$ cat config.mk
export PLATFORM = sky130hd
export DESIGN_NAME = bcdf_blend
export DESIGN_NICKNAME = d
export VERILOG_FILES = /design/src/sv/blended_cdf_index_search_defines.svh /design/src/sv/bcdf_pkg.sv /design/src/sv/bcdf_blend.sv
export SDC_FILE = /design/constraint.sdc
export NUM_CORES = 2
export LEC_CHECK = 0
export ABC_AREA = 1
export BUFFER_PORTS_ARGS = -buffer_cell sky130_fd_sc_hd__buf_2
export CAP_MARGIN = 20
export CORE_UTILIZATION = 48
export CTS_CLUSTER_SIZE = 12
export DETAILED_ROUTE_END_ITERATION = 16
export HOLD_SLACK_MARGIN = 0.05
export SYNTH_ARGS = -nofsm -noshare
export SYNTH_HDL_FRONTEND = slang
export SYNTH_SLANG_ARGS = --single-unit
export TNS_END_PERCENT = 50
$ cat constraint.sdc
create_clock -name i_clk -period 11.9 [get_ports i_clk]
set_clock_uncertainty 0.1 [all_clocks]
set_input_delay 3.57 -clock i_clk [delete_from_list [all_inputs] [get_ports i_clk]]
set_output_delay 3.57 -clock i_clk [all_outputs]
set_load 0.005 [all_outputs]
$ cat src/sv/blended_cdf_index_search_defines.svh
// Assertion macros shared by the blended CDF search block.
`ifndef BLENDED_CDF_INDEX_SEARCH_DEFINES_SVH
`define BLENDED_CDF_INDEX_SEARCH_DEFINES_SVH

// Check a condition at every clock edge outside reset.
`define BCDF_ASSERT_NOW(label, cond, msg) \
    label: assert property (@(posedge i_clk) disable iff (!i_rst_n) (cond)) \
        else $error(msg);

// Check that a trigger is followed in the next cycle by a consequence.
`define BCDF_ASSERT_NEXT(label, ante, cons, msg) \
    label: assert property (@(posedge i_clk) disable iff (!i_rst_n) \
        (ante) |=> (cons)) else $error(msg);

`endif

$ cat src/sv/bcdf_pkg.sv
// Types and constants shared by the blended CDF search block.
package bcdf_pkg;

    localparam int TABLE_DEPTH          = 1024;
    localparam int ADDR_W               = $clog2(TABLE_DEPTH);
    localparam int CNT_W                = ADDR_W + 1;
    localparam int IDX_W                = CNT_W + 1;
    localparam int WEIGHT_FRACTION_BITS = 16;
    localparam int WEIGHT_W             = 17;
    localparam int VAL_W                = 32;
    localparam int INDEX_W              = 10;
    localparam int CFG_W                = 11;
    localparam int RES_W                = 11;
    localparam int DIFF_W               = VAL_W + 1;
    localparam int PROD_W               = DIFF_W + WEIGHT_W + 1;
    localparam int BLEND_W              = PROD_W + 1;

    localparam logic ACT_WRITE = 1'b0;
    localparam logic ACT_QUERY = 1'b1;

    localparam logic [RES_W-1:0] RES_NONE = {RES_W{1'b1}};

    // Step of one entry on the signed search bounds
    localparam logic signed [IDX_W-1:0] IDX_ONE = IDX_W'(1);

    typedef struct packed {
        logic [VAL_W-1:0] a;
        logic [VAL_W-1:0] b;
    } t_entry;

    // Blended value against the key
    typedef struct packed {
        logic le;
        logic lt;
    } t_cmp;

endpackage

$ cat src/sv/bcdf_blend.sv
// Shared blend unit: registered multiply, then add and compare with the key.
module bcdf_blend import bcdf_pkg::*; (
    input  logic                i_clk,
    input  t_entry              i_entry,
    input  logic [WEIGHT_W-1:0] i_weight,
    input  logic [VAL_W-1:0]    i_key,
    output t_cmp                o_cmp
);

    logic signed [DIFF_W-1:0]   diff;
    logic signed [WEIGHT_W:0]   weight_s;
    logic signed [PROD_W-1:0]   prod;
    logic signed [PROD_W-1:0]   r_prod;
    logic        [VAL_W-1:0]    r_a;
    logic signed [PROD_W-1:0]   part;
    logic signed [BLEND_W-1:0]  blend;
    logic signed [BLEND_W-1:0]  key_s;

    assign diff     = $signed({1'b0, i_entry.b}) - $signed({1'b0, i_entry.a});
    assign weight_s = $signed({1'b0, i_weight});
    assign prod     = diff * weight_s;

    always_ff @(posedge i_clk) begin
        r_prod <= prod;
        r_a    <= i_entry.a;
    end

    // Arithmetic shift floors toward minus infinity, as the blend requires
    assign part  = r_prod >>> WEIGHT_FRACTION_BITS;
    assign blend = $signed({{(BLEND_W-VAL_W){1'b0}}, r_a}) + BLEND_W'(part);
    assign key_s = $signed({{(BLEND_W-VAL_W){1'b0}}, i_key});

    assign o_cmp.le = (blend <= key_s);
    assign o_cmp.lt = (blend <  key_s);

endmodule

# == Word level (Yosys, flattened, before mapping) ==
# Cells that the tools add are included.
# word_totals
wordCells,7
out_inout_bits,2
ff_bits,83
inputBits,114
# classes
order_cmp,2
mul,1
addsub,2
# ops
cell,count
$mul 33x18->51,1
$add 33x35->36,1
$le 36x33->1,1
$lt 36x33->1,1
$sub 32x32->33,1

# == Depth between registers and ports, before layout ==
# depth
word_depth,2
mapped_depth,38
mapped_depth_nobuf,38

# == Worst setup path after synthesis ==
# Ideal clock, no wire load.
# synth_timing
kind,input to register
from,input port i_entry[0] (netlist name)
to,register r_prod[38]
arrival_ns,9.758
path_buffers,1
setup_ns,0.120
slack_ns,1.923
required_time_ns,11.680
cell_stages,32
cell_sequence,inv_1 ha_1 fa_1 nand3b_1 nand2_1 a21boi_2 o21ai_0 or2_2 nand2_1 inv_1 buf_2 nand2_1 fa_1 fa_1 inv_1 fa_1 inv_1 fa_1 inv_1 fa_1 inv_1 fa_1 inv_1 ha_1 nand2_1 nor2_1 inv_1 nor4_1 nand2_1 nand2_1 a21oi_1 xnor2_1
# synth_between
elab_chain_cells,2
# synth_rtl
element,line,text
from (decl),bcdf_blend.sv:4,"input t_entry i_entry,"
$sub 32x32->33,bcdf_blend.sv:19,"assign diff = $signed({1'b0, i_entry.b}) - $signed({1'b0, i_entry.a});"
$mul 33x18->51,bcdf_blend.sv:21,assign prod = diff * weight_s;
net prod[38],bcdf_blend.sv:12,logic signed [PROD_W-1:0] prod;
to (signal assigned),bcdf_blend.sv:24,r_prod <= prod;
to (decl),bcdf_blend.sv:13,logic signed [PROD_W-1:0] r_prod;
# The timed path passes the listed nets, and every way through them passes these cells.

# == Worst setup path after layout ==
# layout_timing
from,input port i_entry[42] (netlist name)
to,register r_prod[25]
# The elaborated chain is that of the path after synthesis.

==> flow_metrics.tcl <==
set metrics [dict create \
    tightestPinTransition_ps 1060 \
    first_global_vias 25060 \
    drt_wl_total_um 94800 \
    post-route-util_pct 52.5 \
    crit_start "i_entry[42]" \
    firstDrtPassIters 6 \
    cts_sinks 67 \
    area_growth_pct 7.49 \
    n_fill_cell 5440 \
    drive_above_1_share_pct 7.49 \
    slowest_stage "fa_1" \
    vias 23282 \
    nNetsFinal 4475 \
    dp_hpwl_um 82700 \
    cts-htree-levels 3 \
    status "completed" \
    fp-row-count 85 \
    final_max_slew_viol_count 0 \
    grt_pass1_wl_um 146000 \
    antenna_left 0 \
    rsz0062_at_grt "false" \
    grt_max_degree 34 \
    die_y_um 237 \
    crit_arrival_ps 11600 \
    port_buffers 115 \
    syn_nets 4354 \
    dp_slack_ps -136 \
    cp_max_fo 8 \
    ys_seq_area_share_pct 5.08 \
    drt_iter0_markers 1837 \
    die_w_um 237 \
    antenna_found_initial 2 \
    setup_viol 0 \
    slew_headroom_pct 29.6 \
    yosys.cell_types.count 54 \
    grt_overflow 0 \
    viasPerCell 5.40 \
    crit_type "input port to flip-flop" \
    routabilityCongestion 1.04 \
    async_reset_ff_share_pct 0 \
    holdCritStartpoint "i_entry[54]" \
    syn_area_per_cell_sq_um 7.56 \
    period_share_pct 96.7 \
    cts_tree "done" \
    cp_top_family "adder cells" \
    ys_seq_elements 67 \
    ys_warn_count 0 \
    clockBufferDepth 2 \
    max_stage_delay_ps 580 \
    syn_area_sq_um 26400 \
    coreArea_sq_um 54000 \
    stdcell_area_sq_um 28400 \
    place_area_sq_um 28100 \
    synth_cells 3491 \
    crit_required_ps 11990 \
    diodes 0 \
    cp_common_cell "inv_1" \
    cts-root-buf "clkbuf_16" \
    initial_core_util_pct 48.9 \
    maxCapViolCount 0 \
    numCtsBuffers 9 \
    fmax_mhz 86.9 \
    hold_path.class "input port to flip-flop" \
    whs_ps 3250 \
    start_kind "input port" \
    hold_violations 0 \
    end_kind "flip-flop" \
    finalCriticalPeriod_ps 11510 \
    worst_slack_ps 393 \
    gr-usage-all-layers_pct 34.9 \
    crit_buf_inv 9 \
    drt-wirelength-per-cell_um 22.0 \
    synth_edf_count 0 \
    synth_flop_cell "dfxtp_1" \
    fp.dieArea_sq_um 55900 \
    io_pins 116 \
    path_clk_slew_ps 60 \
    drc 0 \
]
[sequential cells by signal, summed over array words and instances, names as in the netlist]
register and flops:
r_prod 35, r_a 32
[layer usage]
layer  vias up  track usage [%]  share of wire, %
met5         -                0             0.014
met4         2             15.1               5.0
met3       197             5.29               7.1
met2       935             57.8                46
met1     11495             45.4                42
li1      10653                -                 -
[cell usage after synthesis, types with 14 or more instances]
| cell type | n | share of area, % |
|---|---|---|
| a21o_1 | 16 | 0.46 |
| xnor2_1 | 29 | 0.96 |
| buf_2 | 24 | 0.46 |
| o21ai_0 | 66 | 1.3 |
| nor3_1 | 17 | 0.32 |
| nand3_1 | 247 | 4.7 |
| nand2_1 | 585 | 8.3 |
| a21oi_1 | 153 | 2.9 |
| ha_1 | 213 | 10 |
| nor2_1 | 378 | 5.4 |
| nand4_1 | 17 | 0.40 |
| o21bai_1 | 14 | 0.40 |
| or2_2 | 21 | 0.50 |
| clkbuf_1 | 62 | 0.88 |
| dfxtp_1 | 67 | 5.1 |
| inv_1 | 896 | 13 |
| xor2_1 | 41 | 1.4 |
| fa_1 | 536 | 41 |
[final timing paths]
path	cells past startpoint	endpoint	slack (ps)
setup / recovery	32	r_prod[25]	390
hold / removal	1	r_a[22]	3250
[cells by family after synthesis]
kind of cell	after synthesis	synth area share, %
compound gates	299	6.48
xor+xnor	71	2.38
buf+inv	998	14.5
fa+ha+maj	749	50.7
simple gates	1307	20.8
flops	67	5.08
[area by class of cell]
type	instances	area, sq um	area share [%]
Clock buffer	9	225	0.794
Clock inverter	7	60.1	0.212
Inverter	902	3390	11.9
Multi-Input combinational cell	2426	21200	74.8
Sequential cell	67	1340	4.73
Tap cell	696	871	3.07
Timing Repair Buffer	206	1260	4.44
[cell usage in the layout (no fill, tap or decap), types with 67 or more instances in the layout]
cell type  instances
buf_2            115
a21oi_1          153
nand2_1          583
dfxtp_1           67
fa_1             536
inv_1            895
buf_4             91
nand3_1          247
nor2_1           378
ha_1             213
[what timing repair did]
| action | CTS | global route |
|---|---|---|
| buffers inserted | 0 | 0 |
| endpoints found under the setup margin | 0 | 15 |
| hold buffers | 0 | 0 |
| resized for setup | 0 | 3 |
[per-stage QoR]
step                setup TNS [ps]  cells
floorplan                        0   3491
CTS                              0   4313
finish                           0   4313
detailed placement            -294   4297
global route                     0   4313
global placement              -235   4297
Power is not shown: default switching activity piles up to over one toggle a cycle in this logic, so the estimate is an artifact.
